## config.mk

```make
export PLATFORM = sky130hd
export DESIGN_NAME = remote_frame_decoder
export DESIGN_NICKNAME = d
export VERILOG_FILES = /design/src/rtl/rfd_pkg.sv /design/src/rtl/rfd_front.sv /design/src/rtl/rfd_queue.sv /design/src/rtl/rfd_back.sv /design/src/rtl/remote_frame_decoder.sv
export VERILOG_INCLUDE_DIRS = /design/src /design/src/rtl
export SDC_FILE = /design/constraint.sdc
export NUM_CORES = 1
export LEC_CHECK = 0
export ABC_CLOCK_PERIOD_IN_PS = 13080
export BUFFER_PORTS_ARGS = -buffer_cell sky130_fd_sc_hd__buf_2
export CAP_MARGIN = 5
export CORE_ASPECT_RATIO = 0.8
export CORE_MARGIN = 2
export CORE_UTILIZATION = 35
export CTS_CLUSTER_DIAMETER = 150
export DETAILED_ROUTE_END_ITERATION = 16
export MAX_ROUTING_LAYER = met4
export PLACE_DENSITY = 0.49
export SYNTH_ARGS = -nofsm -noshare
export SYNTH_HDL_FRONTEND = slang
export SYNTH_SLANG_ARGS = --single-unit
```

## constraint.sdc

```tcl
create_clock -name clk -period 13.08 [get_ports clk]
set_input_delay 2.616 -clock clk [delete_from_list [all_inputs] [get_ports clk]]
set_output_delay 2.616 -clock clk [all_outputs]
set_load 0.1 [all_outputs]
```

## src/rtl/remote_frame_decoder_defines.svh

```systemverilog
// ----------------------------------------------------------------------------
// Remote frame decoder assertion macros
// Shared property forms for the decoder's concurrent checks. All of them are
// clocked on clk and are disabled while arst_n is low.
// ----------------------------------------------------------------------------
`ifndef REMOTE_FRAME_DECODER_DEFINES_SVH
`define REMOTE_FRAME_DECODER_DEFINES_SVH

// A condition that must hold at every clock edge.
`define RFD_ASSERT_ALWAYS(name, cond, msg) \
	name: assert property (@(posedge clk) disable iff (!arst_n) (cond)) \
		else $error(msg);

// A condition that, once seen, forces another one on the next clock edge.
`define RFD_ASSERT_NEXT(name, ante, cons, msg) \
	name: assert property (@(posedge clk) disable iff (!arst_n) (ante) |=> (cons)) \
		else $error(msg);

// A condition that, once seen, forces another one on the same clock edge.
`define RFD_ASSERT_IMPLIES(name, ante, cons, msg) \
	name: assert property (@(posedge clk) disable iff (!arst_n) (ante) |-> (cons)) \
		else $error(msg);

`endif

```

## src/rtl/rfd_pkg.sv

```systemverilog
// ----------------------------------------------------------------------------
// Remote frame decoder package
// Shared constants, register indexes, codes and types of the decoder.
// ----------------------------------------------------------------------------
package rfd_pkg;

	// Frame window length and depth of the frame queue.
	localparam int FRAME_BYTES_DEF = 18;
	localparam int QUEUE_DEPTH_DEF = 2;

	// Configuration port widths.
	localparam int CFG_INDEX_W = 8;
	localparam int CFG_DATA_W  = 10;

	// Configuration register indexes.
	localparam logic [CFG_INDEX_W-1:0] CFG_IDLE_LIMIT  = 8'd0;
	localparam logic [CFG_INDEX_W-1:0] CFG_MIN_FRAME   = 8'd1;
	localparam logic [CFG_INDEX_W-1:0] CFG_DEADBAND    = 8'd2;
	localparam logic [CFG_INDEX_W-1:0] CFG_STICK_LIMIT = 8'd3;

	// Configuration reset values.
	localparam logic [3:0] IDLE_LIMIT_RST  = 4'd10;
	localparam logic [4:0] MIN_FRAME_RST   = 5'd17;
	localparam logic [9:0] DEADBAND_RST    = 10'd10;
	localparam logic [9:0] STICK_LIMIT_RST = 10'd660;

	// Input opcodes.
	localparam logic OP_BYTE = 1'b0;
	localparam logic OP_POLL = 1'b1;

	// Result status codes.
	localparam logic [1:0] ST_VALID = 2'd0;
	localparam logic [1:0] ST_SHORT = 2'd1;
	localparam logic [1:0] ST_RANGE = 2'd2;

	// Saturation points of the frame counters.
	localparam logic [4:0] COUNT_MAX = 5'd31;
	localparam logic [3:0] RUN_MAX   = 4'd15;

	// Configuration register set.
	typedef struct packed {
		logic [3:0] idle_limit;
		logic [4:0] min_frame_bytes;
		logic [9:0] deadband;
		logic [9:0] stick_limit;
	} cfg_t;

	// Frame queue status seen by both sides.
	typedef struct packed {
		logic full;
		logic empty;
	} q_stat_t;

endpackage

```

## src/rtl/rfd_front.sv

```systemverilog
// ----------------------------------------------------------------------------
// Remote frame decoder front end
// Accepts bytes and empty polls, keeps the byte window and frame counters,
// and queues a window snapshot when the idle run closes a frame.
// ----------------------------------------------------------------------------
module rfd_front
	import rfd_pkg::*;
#(
	parameter int FRAME_BYTES = FRAME_BYTES_DEF
) (
	input  logic                        clk,
	input  logic                        arst_n,
	input  logic                        in_valid,
	output logic                        in_stall,
	input  logic                        opcode,
	input  logic [7:0]                  rx_byte,
	input  cfg_t                        cfg,
	input  q_stat_t                     q_stat,
	output logic                        push,
	output logic                        push_short,
	output logic [FRAME_BYTES-1:0][7:0] push_window
);

	logic [FRAME_BYTES-1:0][7:0] win_q;
	logic [4:0]                  count_q;
	logic [3:0]                  run_q;
	logic                        accept;
	logic [3:0]                  run_inc;
	logic                        frame_end;

	// Input transfers pause only while the frame queue is full.
	assign in_stall = q_stat.full;
	assign accept   = in_valid && !q_stat.full;

	// Idle run after this poll, and whether it closes the frame.
	assign run_inc   = (run_q == RUN_MAX) ? run_q : run_q + 4'd1;
	assign frame_end = (run_inc >= cfg.idle_limit);

	assign push        = accept && (opcode == OP_POLL) && frame_end;
	assign push_short  = (count_q < cfg.min_frame_bytes);
	assign push_window = win_q;

	// Window shift and frame counters.
	always_ff @(posedge clk or negedge arst_n) begin
		if (!arst_n) begin
			win_q   <= '0;
			count_q <= '0;
			run_q   <= '0;
		end else if (accept) begin
			if (opcode == OP_BYTE) begin
				win_q <= {rx_byte, win_q[FRAME_BYTES-1:1]};
				if (count_q != COUNT_MAX) begin
					count_q <= count_q + 5'd1;
				end
				run_q <= '0;
			end else if (frame_end) begin
				run_q   <= '0;
				count_q <= '0;
			end else begin
				run_q <= run_inc;
			end
		end
	end

endmodule

```

## src/rtl/rfd_queue.sv

```systemverilog
// ----------------------------------------------------------------------------
// Remote frame decoder frame queue
// Small first-in first-out buffer of frame snapshots between the front end
// and the decode stage.
// ----------------------------------------------------------------------------
module rfd_queue
	import rfd_pkg::*;
#(
	parameter int WIDTH = 8 * FRAME_BYTES_DEF + 1,
	parameter int DEPTH = QUEUE_DEPTH_DEF
) (
	input  logic             clk,
	input  logic             arst_n,
	input  logic             push,
	input  logic [WIDTH-1:0] push_data,
	input  logic             pop,
	output logic [WIDTH-1:0] pop_data,
	output q_stat_t          q_stat
);

	localparam int PTR_W = (DEPTH > 1) ? $clog2(DEPTH) : 1;
	localparam int LVL_W = $clog2(DEPTH + 1);
	localparam logic [PTR_W-1:0] PTR_LAST = PTR_W'(DEPTH - 1);
	localparam logic [LVL_W-1:0] LVL_FULL = LVL_W'(DEPTH);

	logic [WIDTH-1:0] entry_q [DEPTH];
	logic [PTR_W-1:0] wr_ptr_q;
	logic [PTR_W-1:0] rd_ptr_q;
	logic [LVL_W-1:0] level_q;

	assign pop_data     = entry_q[rd_ptr_q];
	assign q_stat.full  = (level_q == LVL_FULL);
	assign q_stat.empty = (level_q == '0);

	// Entry storage; the caller never pushes into a full queue.
	always_ff @(posedge clk) begin
		if (push) begin
			entry_q[wr_ptr_q] <= push_data;
		end
	end

	// Pointers and fill level.
	always_ff @(posedge clk or negedge arst_n) begin
		if (!arst_n) begin
			wr_ptr_q <= '0;
			rd_ptr_q <= '0;
			level_q  <= '0;
		end else begin
			if (push) begin
				wr_ptr_q <= (wr_ptr_q == PTR_LAST) ? '0 : wr_ptr_q + 1'b1;
			end
			if (pop) begin
				rd_ptr_q <= (rd_ptr_q == PTR_LAST) ? '0 : rd_ptr_q + 1'b1;
			end
			if (push && !pop) begin
				level_q <= level_q + 1'b1;
			end else if (pop && !push) begin
				level_q <= level_q - 1'b1;
			end
		end
	end

endmodule

```

## src/rtl/rfd_back.sv

```systemverilog
// ----------------------------------------------------------------------------
// Remote frame decoder decode stage
// Takes queued frame snapshots, decodes sticks, switches, mouse, keys and
// wheel, keeps the held values and presents results in an output register.
// ----------------------------------------------------------------------------
module rfd_back
	import rfd_pkg::*;
#(
	parameter int FRAME_BYTES = FRAME_BYTES_DEF
) (
	input  logic                        clk,
	input  logic                        arst_n,
	input  q_stat_t                     q_stat,
	output logic                        pop,
	input  logic                        pop_short,
	input  logic [FRAME_BYTES-1:0][7:0] pop_window,
	input  cfg_t                        cfg,
	output logic                        out_valid,
	input  logic                        out_stall,
	output logic signed [10:0]          stick_a,
	output logic signed [10:0]          stick_b,
	output logic signed [10:0]          stick_c,
	output logic signed [10:0]          stick_d,
	output logic [3:0]                  switches,
	output logic signed [15:0]          mouse_x,
	output logic signed [15:0]          mouse_y,
	output logic signed [15:0]          mouse_z,
	output logic [15:0]                 mouse_buttons,
	output logic [15:0]                 key_mask,
	output logic signed [10:0]          wheel,
	output logic [1:0]                  status
);

	logic [FRAME_BYTES-1:0][7:0] b;
	logic [3:0][10:0]            raw;
	logic [3:0][10:0]            ch;
	logic [3:0]                  over;
	logic                        bad;
	logic signed [16:0]          w_full;
	logic signed [16:0]          w_lim;
	logic signed [16:0]          w_clamp;

	logic        out_valid_q;
	logic [10:0] stick_a_q;
	logic [10:0] stick_b_q;
	logic [10:0] stick_c_q;
	logic [10:0] stick_d_q;
	logic [3:0]  switches_q;
	logic [15:0] mouse_x_q;
	logic [15:0] mouse_y_q;
	logic [15:0] mouse_z_q;
	logic [15:0] mouse_buttons_q;
	logic [15:0] key_mask_q;
	logic [10:0] wheel_q;
	logic [1:0]  status_q;

	logic [15:0] held_x_q;
	logic [15:0] held_y_q;
	logic [15:0] held_z_q;
	logic [15:0] held_buttons_q;
	logic [15:0] held_key_q;
	logic [10:0] held_wheel_q;

	// A frame is taken when one waits and the output register is free.
	assign pop = !q_stat.empty && (!out_valid_q || !out_stall);
	assign b   = pop_window;

	// Eleven-bit stick fields packed little-endian across bytes 0 to 5.
	assign raw[0] = {b[1][2:0], b[0]};
	assign raw[1] = {b[2][5:0], b[1][7:3]};
	assign raw[2] = {b[4][0], b[3], b[2][7:6]};
	assign raw[3] = {b[5][3:0], b[4][7:1]};

	// Centre each stick on 1024, zero it inside the deadband, check its range.
	always_comb begin
		logic [10:0] v;
		logic [10:0] mag;
		for (int k = 0; k < 4; k++) begin
			v   = {~raw[k][10], raw[k][9:0]};
			mag = v[10] ? (~v + 11'd1) : v;
			if (mag <= {1'b0, cfg.deadband}) begin
				ch[k]   = '0;
				over[k] = 1'b0;
			end else begin
				ch[k]   = v;
				over[k] = (mag > {1'b0, cfg.stick_limit});
			end
		end
	end
	assign bad = |over;

	// Wheel offset by 1024 and clamped to the stick limit on both sides.
	assign w_full = $signed({1'b0, b[17], b[16]}) - 17'sd1024;
	assign w_lim  = $signed({7'd0, cfg.stick_limit});
	always_comb begin
		if (w_full > w_lim) begin
			w_clamp = w_lim;
		end else if (w_full < -w_lim) begin
			w_clamp = -w_lim;
		end else begin
			w_clamp = w_full;
		end
	end

	// Output valid flag.
	always_ff @(posedge clk or negedge arst_n) begin
		if (!arst_n) begin
			out_valid_q <= 1'b0;
		end else if (pop) begin
			out_valid_q <= 1'b1;
		end else if (!out_stall) begin
			out_valid_q <= 1'b0;
		end
	end

	// Held mouse, key and wheel values carried between frames.
	always_ff @(posedge clk or negedge arst_n) begin
		if (!arst_n) begin
			held_x_q       <= '0;
			held_y_q       <= '0;
			held_z_q       <= '0;
			held_buttons_q <= '0;
			held_key_q     <= '0;
			held_wheel_q   <= '0;
		end else if (pop) begin
			if (pop_short) begin
				held_x_q       <= '0;
				held_y_q       <= '0;
				held_z_q       <= '0;
				held_buttons_q <= '0;
				held_key_q     <= '0;
				held_wheel_q   <= '0;
			end else if (!bad) begin
				held_x_q       <= {b[7], b[6]};
				held_y_q       <= {b[9], b[8]};
				held_z_q       <= {b[11], b[10]};
				held_buttons_q <= {b[13], b[12]};
				held_key_q     <= {b[15], b[14]};
				held_wheel_q   <= w_clamp[10:0];
			end
		end
	end

	// Result payload register.
	always_ff @(posedge clk) begin
		if (pop) begin
			if (pop_short) begin
				stick_a_q       <= '0;
				stick_b_q       <= '0;
				stick_c_q       <= '0;
				stick_d_q       <= '0;
				switches_q      <= '0;
				mouse_x_q       <= '0;
				mouse_y_q       <= '0;
				mouse_z_q       <= '0;
				mouse_buttons_q <= '0;
				key_mask_q      <= '0;
				wheel_q         <= '0;
				status_q        <= ST_SHORT;
			end else begin
				stick_a_q  <= ch[0];
				stick_b_q  <= ch[1];
				stick_c_q  <= ch[2];
				stick_d_q  <= ch[3];
				switches_q <= b[5][7:4];
				if (bad) begin
					mouse_x_q       <= held_x_q;
					mouse_y_q       <= held_y_q;
					mouse_z_q       <= held_z_q;
					mouse_buttons_q <= held_buttons_q;
					key_mask_q      <= held_key_q;
					wheel_q         <= held_wheel_q;
					status_q        <= ST_RANGE;
				end else begin
					mouse_x_q       <= {b[7], b[6]};
					mouse_y_q       <= {b[9], b[8]};
					mouse_z_q       <= {b[11], b[10]};
					mouse_buttons_q <= {b[13], b[12]};
					key_mask_q      <= {b[15], b[14]};
					wheel_q         <= w_clamp[10:0];
					status_q        <= ST_VALID;
				end
			end
		end
	end

	assign out_valid     = out_valid_q;
	assign stick_a       = $signed(stick_a_q);
	assign stick_b       = $signed(stick_b_q);
	assign stick_c       = $signed(stick_c_q);
	assign stick_d       = $signed(stick_d_q);
	assign switches      = switches_q;
	assign mouse_x       = $signed(mouse_x_q);
	assign mouse_y       = $signed(mouse_y_q);
	assign mouse_z       = $signed(mouse_z_q);
	assign mouse_buttons = mouse_buttons_q;
	assign key_mask      = key_mask_q;
	assign wheel         = $signed(wheel_q);
	assign status        = status_q;

endmodule

```

## src/rtl/remote_frame_decoder.sv

```systemverilog
// ----------------------------------------------------------------------------
// Remote frame decoder
// The block takes one item, a received byte or an empty poll, in every clock
// cycle unless in_stall is high. Bytes fill an 18-byte window; when the run of
// empty polls reaches idle_limit the window is queued for decode, and its
// result is decoded from the queue head into an output register and held
// there until the output transfer completes. A two-entry frame queue sits
// between the byte front end and the decode stage, so input transfers stall
// only while both queue entries are occupied. There is no clearing pass after
// reset; configuration writes complete in the cycle they are presented.
// ----------------------------------------------------------------------------
`include "remote_frame_decoder_defines.svh"

module remote_frame_decoder
	import rfd_pkg::*;
#(
	parameter int FRAME_BYTES = FRAME_BYTES_DEF,
	parameter int QUEUE_DEPTH = QUEUE_DEPTH_DEF
) (
	input  logic                   clk,
	input  logic                   arst_n,
	input  logic                   in_valid,
	output logic                   in_stall,
	input  logic                   opcode,
	input  logic [7:0]             rx_byte,
	input  logic                   cfg_valid,
	output logic                   cfg_ready,
	input  logic [CFG_INDEX_W-1:0] cfg_index,
	input  logic [CFG_DATA_W-1:0]  cfg_data,
	output logic                   out_valid,
	input  logic                   out_stall,
	output logic signed [10:0]     stick_a,
	output logic signed [10:0]     stick_b,
	output logic signed [10:0]     stick_c,
	output logic signed [10:0]     stick_d,
	output logic [3:0]             switches,
	output logic signed [15:0]     mouse_x,
	output logic signed [15:0]     mouse_y,
	output logic signed [15:0]     mouse_z,
	output logic [15:0]            mouse_buttons,
	output logic [15:0]            key_mask,
	output logic signed [10:0]     wheel,
	output logic [1:0]             status
);

	localparam int ENTRY_W = 8 * FRAME_BYTES + 1;

	cfg_t                        cfg_q;
	q_stat_t                     q_stat;
	logic                        push;
	logic                        push_short;
	logic [FRAME_BYTES-1:0][7:0] push_window;
	logic                        pop;
	logic [ENTRY_W-1:0]          pop_data;

	// Configuration registers; every write transfer completes at once.
	assign cfg_ready = 1'b1;

	always_ff @(posedge clk or negedge arst_n) begin
		if (!arst_n) begin
			cfg_q.idle_limit      <= IDLE_LIMIT_RST;
			cfg_q.min_frame_bytes <= MIN_FRAME_RST;
			cfg_q.deadband        <= DEADBAND_RST;
			cfg_q.stick_limit     <= STICK_LIMIT_RST;
		end else if (cfg_valid && cfg_ready) begin
			case (cfg_index)
				CFG_IDLE_LIMIT:  cfg_q.idle_limit      <= cfg_data[3:0];
				CFG_MIN_FRAME:   cfg_q.min_frame_bytes <= cfg_data[4:0];
				CFG_DEADBAND:    cfg_q.deadband        <= cfg_data[9:0];
				CFG_STICK_LIMIT: cfg_q.stick_limit     <= cfg_data[9:0];
				default: begin
				end
			endcase
		end
	end

	// Byte front end.
	rfd_front #(
		.FRAME_BYTES (FRAME_BYTES)
	) u_front (
		.clk         (clk),
		.arst_n      (arst_n),
		.in_valid    (in_valid),
		.in_stall    (in_stall),
		.opcode      (opcode),
		.rx_byte     (rx_byte),
		.cfg         (cfg_q),
		.q_stat      (q_stat),
		.push        (push),
		.push_short  (push_short),
		.push_window (push_window)
	);

	// Frame queue.
	rfd_queue #(
		.WIDTH (ENTRY_W),
		.DEPTH (QUEUE_DEPTH)
	) u_queue (
		.clk       (clk),
		.arst_n    (arst_n),
		.push      (push),
		.push_data ({push_short, push_window}),
		.pop       (pop),
		.pop_data  (pop_data),
		.q_stat    (q_stat)
	);

	// Decode stage and result register.
	rfd_back #(
		.FRAME_BYTES (FRAME_BYTES)
	) u_back (
		.clk           (clk),
		.arst_n        (arst_n),
		.q_stat        (q_stat),
		.pop           (pop),
		.pop_short     (pop_data[ENTRY_W-1]),
		.pop_window    (pop_data[ENTRY_W-2:0]),
		.cfg           (cfg_q),
		.out_valid     (out_valid),
		.out_stall     (out_stall),
		.stick_a       (stick_a),
		.stick_b       (stick_b),
		.stick_c       (stick_c),
		.stick_d       (stick_d),
		.switches      (switches),
		.mouse_x       (mouse_x),
		.mouse_y       (mouse_y),
		.mouse_z       (mouse_z),
		.mouse_buttons (mouse_buttons),
		.key_mask      (key_mask),
		.wheel         (wheel),
		.status        (status)
	);

	// A short frame result carries nothing but its status.
	`RFD_ASSERT_IMPLIES(a_short_zero, out_valid && (status == ST_SHORT),
		(stick_a == 11'sd0) && (stick_b == 11'sd0) && (stick_c == 11'sd0) &&
		(stick_d == 11'sd0) && (switches == 4'd0) && (mouse_x == 16'sd0) &&
		(mouse_y == 16'sd0) && (mouse_z == 16'sd0) && (mouse_buttons == 16'd0) &&
		(key_mask == 16'd0) && (wheel == 11'sd0), "short frame result has nonzero fields")

	// A valid result has its wheel inside the stick limit.
	`RFD_ASSERT_IMPLIES(a_wheel_clamped, out_valid && (status == ST_VALID),
		($signed(wheel) <= $signed({1'b0, cfg_q.stick_limit})) &&
		($signed(wheel) >= -$signed({1'b0, cfg_q.stick_limit})), "wheel outside clamp bound")

	// A byte transfer never queues a frame.
	`RFD_ASSERT_NEXT(a_byte_no_frame,
		in_valid && !in_stall && (opcode == OP_BYTE) && q_stat.empty, q_stat.empty,
		"byte transfer queued a frame")

	// Status never takes the unused code.
	`RFD_ASSERT_ALWAYS(a_status_code,
		!out_valid || (status == ST_VALID) || (status == ST_SHORT) || (status == ST_RANGE),
		"result status code out of range")

endmodule

```

Word-level counts from Yosys, hierarchy flattened
Memories as Yosys holds them, arrays and structs flattened. Cells that the tools add are included.

Multiplexer cells: 37. Bitwise logic cells: 9. $lt $le $gt $ge: 12. Eq/ne operators: 8. $add $sub $neg: 12. Reduce and logical (&&, ||, !) cells: 28.

Operators with widths (count): $mux W16 (10); $mux W11 (8); $add A11 B1 Y11 const B (4); $gt A11 B10 Y1 (4); $le A11 B10 Y1 (4); $not A11 Y11 (4); $gt A17 B11 Y1 (1); $lt A17 B17 Y1 (1); $neg A10 Y17 (1); $sub A16 B11 Y17 const B (1); $eq A8 B2 Y1 const B (2); $mux W5 (3); $mux W4 (3); $mux W1 (10); $reduce_and A2 Y1 (5); $eq A8 B1 Y1 const B (1); $logic_not A8 Y1 (1); $reduce_or A2 Y1 (4); $logic_and A1 B1 Y1 (6); $logic_not A1 Y1 (6); $mux W2 (3); $add A5 B1 Y5 const B (1); $lt A5 B5 Y1 (1); $ne A5 B5 Y1 const B (1); 14 further kinds (21).

Input bits: 32. RAM bits: 290. Register bits after elaboration: 419. Word-level logic and storage cells: 153. Memories kept: 1. Output and inout bits: 144.

Memory list: u_queue.entry_q (depth 2, width 145, rd ports 1, clocked after memory_dff 0, wr ports 1, RTL line rfd_queue.sv:26) `logic [WIDTH-1:0] entry_q [DEPTH];`.

Longest topological paths before layout
Gate-level depths: netlist (run 1). An unclocked memory read counts as a cell.

Word-level depth: 10. Depth in mapped cells: 24.

By module
Synthesis (run 1) repeated with hierarchy kept, for this count alone.

Cells, all modules: 2409. Area, all modules: 31915.6 um^2.

Modules (own cells, without submodules): rfd_back (cells each 1486, times used 1, area each 13942.1 um^2, sequential area each 6536.3 um^2); rfd_queue (cells each 467, times used 1, area each 10732.8 um^2, sequential area each 8808.4 um^2); rfd_front (cells each 389, times used 1, area each 6089.6 um^2, sequential area each 3828.7 um^2); remote_frame_decoder (cells each 67, times used 1, area each 1151.1 um^2, sequential area each 738.2 um^2).

Worst setup path after synthesis (run 1)
No wires, ideal clock.

Kind: input to register. From: in in_valid. To: mem u_queue.entry_q[0][0] (netlist name) (enable). Arrival: 9.653 ns. Slack: 2.759 ns. Stages on the path: 3. Setup time: 0.669 ns. Data required time: 12.411 ns. Path through: nand2_1 nor3b_1 nor2b_1.

Longest elaborated chain between the ends: 5.

Ends and longest elaborated chain: start, declared (RTL line remote_frame_decoder.sv:22) `input logic in_valid,`; $logic_and A1 B1 Y1 (RTL line rfd_front.sv:33) `assign accept = in_valid && !q_stat.full;`; $logic_and A1 B1 Y1 (2 in series) (RTL line rfd_front.sv:39) `assign push = accept && (opcode == OP_POLL) && frame_end;`; via push (RTL line remote_frame_decoder.sv:50) `logic push;`; $mux W1 (RTL line rfd_queue.sv:37) `if (push) begin`; $mux W1 (not written as such) (RTL line rfd_queue.sv:38) `entry_q[wr_ptr_q] <= push_data;`; end, declared (RTL line rfd_queue.sv:26).

The timed path passes the listed nets, and every way through them passes these cells.

Worst setup path after layout (run 1)
From: reg u_queue.rd_ptr_q. To: reg u_back.mouse_y_q[5], in the netlist u_back.mouse_y[5], data pin.

Longest elaborated chain between the ends: 10. Elaborated cells on any way between the ends: 32. Classes of those cells: 4 x add/sub; 8 x order compare; 10 x mux; 8 x bitwise; 1 x reduce/logical; 1 x memory.

Ends and longest elaborated chain: start, declared (RTL line rfd_queue.sv:28) `logic [PTR_W-1:0] rd_ptr_q;`; start signal, assigned (RTL line rfd_queue.sv:53) `rd_ptr_q <= (rd_ptr_q == PTR_LAST) ? '0 : rd_ptr_q + 1'b1;`; $mem_v2 Z2 W145 *; $not A1 Y1 (RTL line rfd_back.sv:79) `v = {~raw[k][10], raw[k][9:0]};`; $not A11 Y11 (RTL line rfd_back.sv:80) `mag = v[10] ? (~v + 11'd1) : v;`; $add A11 B1 Y11 (RTL line rfd_back.sv:80); $mux W11 (RTL line rfd_back.sv:80); $gt A11 B10 Y1 / $le A11 B10 Y1 (equally long branches) (RTL line rfd_back.sv:86, rfd_back.sv:81); $mux W1 (RTL line rfd_back.sv:81) `if (mag <= {1'b0, cfg.deadband}) begin`; $reduce_or A4 Y1 (RTL line rfd_back.sv:90) `assign bad = |over;`; $mux W16 (RTL line rfd_back.sv:166) `if (bad) begin`; $mux W16 *; end signal, assigned (RTL line rfd_back.sv:168) `mouse_y_q <= held_y_q;`; end signal, assigned (RTL line rfd_back.sv:176) `mouse_y_q <= {b[9], b[8]};`; end, declared (RTL line rfd_back.sv:50) `logic [15:0] mouse_y_q;`.

Every way passes the cells marked *; elsewhere a longest branch is shown, timed or not. A chain may end at the register's enable or synchronous reset.

==> flow_metrics.tcl, run 1 <==
set metrics [dict create \
    path_delay_family "buffers and inverters" \
    syn_nets 2283 \
    fin_ws_ns 6.219 \
    grt_max_degree 135 \
    gp_congestion 0.8497 \
    critPathBufInv 3 \
    postRouteWirelength_um 76860 \
    via_count 18186 \
    path_depth 16 \
    hold_buffers 0 \
    whs_ns 0.4668 \
    ios 176 \
    yosys_warnings 0 \
    whs_path_depth 0 \
    start_kind "register" \
    worst-slew-pin-transition_ns 1.197 \
    die_w_um 334.9 \
    max_freq_ghz 0.1458 \
    cp_slowest_cell "buf_4" \
    pwr_density_cell_mw_per_mm2 242.4 \
    arrival_ns 7.29 \
    async_reset_ff_share_pct 39.21 \
    yosysTopAreaCellShare_pct 42.21 \
    fin_util_pct 40.57 \
    antenna_found_initial 0 \
    finalSetupTns_ns 0 \
    yosys.cell_count.top_type "edfxtp_1" \
    htree_levels 3 \
    syn_inst 2127 \
    n_antenna_cell 0 \
    port_buffers 174 \
    path_cells "buf_4, mux2i_1, ha_1, a31oi_1, xnor2_1, ha_1, a21oi_1, nor2b_1, o21ai_0, a31oi_1, a21o_1, nor3_4, buf_4, buf_4, nor2_1, a211oi_1" \
    route.detailed.drc 0 \
    syn_area_per_cell_um2 14.41 \
    ys_seq_area_share_pct 64.94 \
    rows 97 \
    synth_edf_count 431 \
    period_share_pct 52.45 \
    min_path_type "register to register" \
    synth_seq_cells 709 \
    grt_overflow 0 \
    synthTopCellsByCount "431 x edfxtp_1, 268 x dfrtp_1, 189 x nor2_1" \
    run_status "complete, no violations" \
    cts_buffers 76 \
    synth_area_mm2 0.03066 \
    rsz0062_at_grt "false" \
    postRouteAntennaNets 0 \
    cts_root_buf "clkbuf_16" \
    coreArea_mm2 0.08714 \
    synth_area_leader_cell "edfxtp_1" \
    grt_pass1_wl_um 117200 \
    cts_tree "done" \
    grt_pass1_vias 18362 \
    cp_common_cell "buf_4" \
    synth_flop_cell "edfxtp_1" \
    initial_core_util_pct 35.19 \
    cts_setup_buffers 0 \
    cpPeakStageDelay_ns 1.01 \
    clock_skew_ns 0.02499 \
    clock-sinks 709 \
    die_area_mm2 0.09000 \
    grt_usage_pct 17.71 \
    path_clk_slew_ns 0.06 \
    dp.cells 3362 \
    placed_area_mm2 0.03266 \
    fp.dieH_um 268.7 \
    ys_types 69 \
    hpwlAfterDp_um 49010 \
    drive_gt1_share_pct 22.61 \
    setup_viol 0 \
    total_power_mw 8.569 \
    viasPerCell 5.190 \
    ctsResizeCount 0 \
    endpoint_kind "register" \
    max_cap_viol_count 0 \
    drv_slew 0 \
    wl_per_cell_um 21.93 \
    slew_headroom_pct 20.18 \
    min_period_ns 6.861 \
    synthToLayoutAreaGrowth_pct 15.31 \
    synthTopCellsByArea "edfxtp_1 42%, dfrtp_1 22%, mux2_2 6.6%, ha_1 5.1%, mux2i_1 4.8%" \
    fin_area_mm2 0.03536 \
    drtIter0Drc 1323 \
    p_leak_nw 14.23 \
    place_ws_ns 6.176 \
    clockBufferDepth 3 \
    worst_r2r_path_depth 16 \
    peakVddDrop_mv 0.1644 \
    worst-path-max-fanout 111 \
    path_class "register to register" \
    cp.required_ns 13.51 \
    insertion_delay_ns 0.64 \
    hold_viol_final 0 \
    dr.pass1.iters 7 \
    nNetsFinal 2458 \
    final_cells 3504 \
    r2r_slack_ns 6.22 \
]
-- layout make-up --
type / instances / area, um2
Clock buffer: 106 / 2208
Timing Repair Buffer: 201 / 1096
Sequential cell: 709 / 19920
Clock inverter: 36 / 486.7
Fill cell: 8089 / 51790
Multi-Input combinational cell: 1269 / 10050
Tap cell: 1138 / 1424
Inverter: 45 / 175.2
-- power breakdown --
group | total (mW) | internal [mW] | switching, mW | leakage [nW]
clock network | 2.29 | 1.39 | 0.908 | 1.32
registers | 3.20 | 2.88 | 0.315 | 7.87
logic | 3.08 | 0.820 | 2.26 | 5.04
-- final timing paths --
path | from | end
max | u_queue.rd_ptr_q | u_back.mouse_y[5]
min | u_front.push_window[7] | u_queue.entry_q[1][7]
max reg2reg | u_queue.rd_ptr_q | u_back.mouse_y[5]
min reg2reg | u_front.push_window[7] | u_queue.entry_q[1][7]
max in group asynchronous | arst_n | u_front.push_window[90]
min in group asynchronous | arst_n | u_back.out_valid
-- placed cells by master (no fill, tap or decap), types with 7 or more instances in the layout --
cell type and count:
o22ai_1 10, nor3b_1 9, nand4_1 14, nand2_1 48
nor2b_1 16, a21oi_1 66, buf_2 173, mux2_2 181
ha_1 124, o2bb2ai_1 84, a211oi_1 87, mux2i_1 147
clkbuf_16 79, o21ai_0 43, bufinv_16 10, nor3_1 40
dfstp_2 10, edfxtp_1 431, a21o_1 12, nand2b_1 13
inv_1 43, clkinv_2 13, clkbuf_8 13, xnor2_1 26
buf_4 26, dfrtp_1 267, nand3_1 24, a31oi_1 7
nor2_1 189, nor4_1 12, xor2_1 24, clkbuf_1 14
-- kinds of logic (layout without fill, tap and decap cells) --
group	Yosys count	in the layout	synth area share, %
AO/OA/AOI/OAI	370	370	8.627
XOR/XNOR	50	50	1.428
adder cells (fa/ha/maj)	124	124	5.060
buffers and inverters	149	388	2.367
flip-flops	709	709	64.94
multiplexers	328	328	11.45
other	1	1	0.01223
AND/OR/NAND/NOR	396	396	6.117
-- worst reg2reg max path: stages (launching register included) --
cell and delay, ns:
dfrtp_4 0.80, buf_4 0.75, mux2i_1 0.61, ha_1 0.32
a31oi_1 0.11, xnor2_1 0.49, ha_1 0.36, a21oi_1 0.16
nor2b_1 0.06, o21ai_0 0.22, a31oi_1 0.12, a21o_1 0.26
nor3_4 0.25, buf_4 0.65, buf_4 1.04, nor2_1 0.17
a211oi_1 0.27
-- state kept, by name, indices dropped and copies added (netlist names), 16 cells and up --
name,count
u_back.mouse_z,16
u_back.mouse_y,16
u_front.push_window,144
u_back.held_key_q,16
cfg_q,29
u_back.mouse_x,16
u_back.mouse_buttons,16
u_back.held_x_q,16
u_back.held_buttons_q,16
u_back.key_mask,16
u_queue.entry_q,290
u_back.held_z_q,16
u_back.held_y_q,16
-- metal layers --
| metal | track usage (%) | wire [um] | vias to the layer above | share of wire, % |
|---|---|---|---|---|
| li1 | - | - | 8430 | - |
| met1 | 26.01 | 38960 | 9315 | 51 |
| met2 | 25.70 | 33610 | 329 | 44 |
| met3 | 2.603 | 2731 | 112 | 3.6 |
| met4 | 4.460 | 1557 | 0 | 2.0 |
| met5 | - | 0 | - | 0 |
Note: power is estimated with default switching activity, not from simulation.
==> inputs of run 2 (changes only) <==
ABC_CLOCK_PERIOD_IN_PS = 5800   (was 13080)
PLACE_DENSITY = 0.51   (was 0.49)
clock period = 5.8 ns   (was 13.08 ns; I/O delays follow)
==> run 2 against run 1 <==
Effect of this change:
- critical path depth decreased by 2
- clock skew down 0.0070 ns
- global-route usage is 0.87 points lower
- critical endpoint is now u_back.wheel[9]
- final cell count up 0.83%
- utilization rose by 0.26 points
- sequential power increased by 130%
- via count barely moved
- highest routed layer unchanged
- sequential share of layout area decreased by 0.36 points
- die area did not move
- setup slack lost 5.8 ns
==> flow_metrics.tcl, run 2 (synthesis gave the netlist of run 1 again) <==
set metrics [dict create \
    path_delay_family "compound AO/OA/AOI/OAI gates" \
    via_count 18200 \
    whs_path_depth 0 \
    largest_register_ff_count 290 \
    top_register "u_queue.entry_q" \
    min_period_ns 5.352 \
    cts_buffers 78 \
    viasPerCell 5.151 \
    grt_max_degree 90 \
    dr.pass1.iters 7 \
    setup_viol 0 \
    cp_slowest_cell "dfrtp_4" \
    r2r_slack_ns 0.45 \
    pwr_density_cell_mw_per_mm2 541.0 \
    hpwlAfterDp_um 49150 \
    port_buffers 174 \
    min-delay-start "u_front.push_window[2]" \
    fp.dieH_um 268.7 \
    slew_headroom_pct 25.31 \
    whs_ns 0.4664 \
    max_freq_ghz 0.1869 \
    worst-path-max-fanout 54 \
    drive_gt1_share_pct 22.94 \
    grt_usage_pct 16.84 \
    wl_per_cell_um 20.85 \
    grt_pass1_vias 18343 \
    cp.required_ns 6.14 \
    insertion_delay_ns 0.64 \
    drv_slew 0 \
    nNetsFinal 2484 \
    cts_root_buf "clkbuf_16" \
    drtIter0Drc 1213 \
    layout_commonest_cell "edfxtp_1" \
    min_path_type "register to register" \
    endpoint_kind "register" \
    clockBufferDepth 3 \
    fill_cells 8055 \
    die_area_mm2 0.09000 \
    max_cap_viol_count 0 \
    path_cells "buf_4, mux2i_1, ha_1, o21ai_0, xor2_1, ha_1, a21o_1, nor2_1, nand3_1, o32ai_1, a221o_1, mux2i_1, o2111ai_1, o21ai_0" \
    start_kind "register" \
    hold_viol_final 0 \
    coreArea_mm2 0.08714 \
    run_status "complete, no violations" \
    reg2reg_from "u_queue.rd_ptr_q" \
    hold_buffers 0 \
    path_clk_slew_ns 0.06 \
    peakVddDrop_mv 0.2687 \
    final_cell_mix "431 x edfxtp_1, 267 x dfrtp_1, 189 x nor2_1" \
    grt_overflow 0 \
    antenna_found_initial 2 \
    cpPeakStageDelay_ns 0.91 \
    rr_endpoint "u_back.wheel[9]" \
    ios 176 \
    postRouteWirelength_um 73660 \
    holdPathEnd "u_queue.entry_q[1][2]" \
    htree_levels 3 \
    critPathBufInv 1 \
    rows 97 \
    worst-slew-pin-transition_ns 1.113 \
    ctsResizeCount 0 \
    p_leak_nw 14.32 \
    clock_skew_ns 0.01801 \
    period_share_pct 92.27 \
    path_class "register to register" \
    cts_tree "done" \
    finalSetupTns_ns 0 \
    route.detailed.drc 0 \
    cts_setup_buffers 0 \
    gp_congestion 0.8409 \
    postRouteAntennaNets 0 \
    worst_r2r_path_depth 14 \
    clock-sinks 709 \
    synthToLayoutAreaGrowth_pct 16.06 \
    grt_pass1_wl_um 112400 \
    initial_core_util_pct 35.19 \
    rsz0062_at_grt "false" \
    die_w_um 334.9 \
    arrival_ns 5.69 \
]
run 2: cell count changes in the layout (fill, tap and decap cells not counted), sizes merged:
cell      previous run  this run
clkinvlp             3         6
buf                201       225
diode                0         2
inv                 46        49
clkbuf             106       116
bufinv              10         6
clkinv              22        13
run 2: layout make-up:
cell class | count | area [um2] | share of cell area (%)
Clock inverter | 29 | 379.1 | 1.065
Inverter | 45 | 175.2 | 0.4923
Timing Repair Buffer | 225 | 1389 | 3.903
Tap cell | 1138 | 1424 | 4.001
Antenna cell | 2 | 5.005 | 0.01406
Sequential cell | 709 | 19920 | 55.97
Multi-Input combinational cell | 1269 | 10050 | 28.24
Clock buffer | 116 | 2247 | 6.315
run 2: report_power, final:
part           switching [mW]  internal [mW]
combinational            5.04           1.96
clock                    2.03           2.98
sequential              0.734           6.50
total                    7.81           11.4
run 2: how the worst max path moves through the flow:
| stage | start | end | slack (ns) | cells after the start |
|---|---|---|---|---|
| 6_report | u_queue.rd_ptr_q | u_back.wheel[9] | 0.45 | 14 |
| 5_1_grt | u_queue.rd_ptr_q | u_back.wheel[9] | 0.05 | 14 |
| 4_1_cts | u_queue.rd_ptr_q | u_back.wheel[10] | 0.43 | 15 |
| 3_5_place_dp | u_queue.rd_ptr_q | u_back.wheel[10] | 0.47 | 15 |
| 3_3_place_gp | u_queue.rd_ptr_q | u_back.wheel[9] | 0.49 | 14 |
| 2_1_floorplan | out_stall | u_back.held_wheel_q[6] | 0.32 | 6 |
run 2: per-layer routing:
layer / up-vias / part of all wire [%] / global-route usage, %
li1: 8481 / - / -
met1: 9200 / 49 / 23.77
met2: 404 / 44 / 24.92
met3: 115 / 4.6 / 3.136
met4: 0 / 2.2 / 4.545
met5: - / 0 / -
run 2: worst reg2reg max path: stages (launching register included):
cell and delay, ns:
dfrtp_4 0.91, buf_4 0.37, mux2i_1 0.43, ha_1 0.31, o21ai_0 0.25, xor2_1 0.23, ha_1 0.34, a21o_1 0.20
nor2_1 0.09, nand3_1 0.08, o32ai_1 0.31, a221o_1 0.64, mux2i_1 0.46, o2111ai_1 0.14, o21ai_0 0.30
run 2: per-stage QoR:
stage	util (%)	area [um2]	setup WS (ns)	total power [mW]	instances
6_report	40.84	35580	0.4484	19.25	3533
4_1_cts	40.83	35580	0.4286	19.46	3531
2_1_floorplan	-	30670	0.3183	12.66	2127
5_1_grt	40.83	35580	0.05413	20.23	3532
3_3_place_gp	37.82	32950	0.4897	14.23	3386
3_5_place_dp	37.82	32950	0.4743	14.36	3386
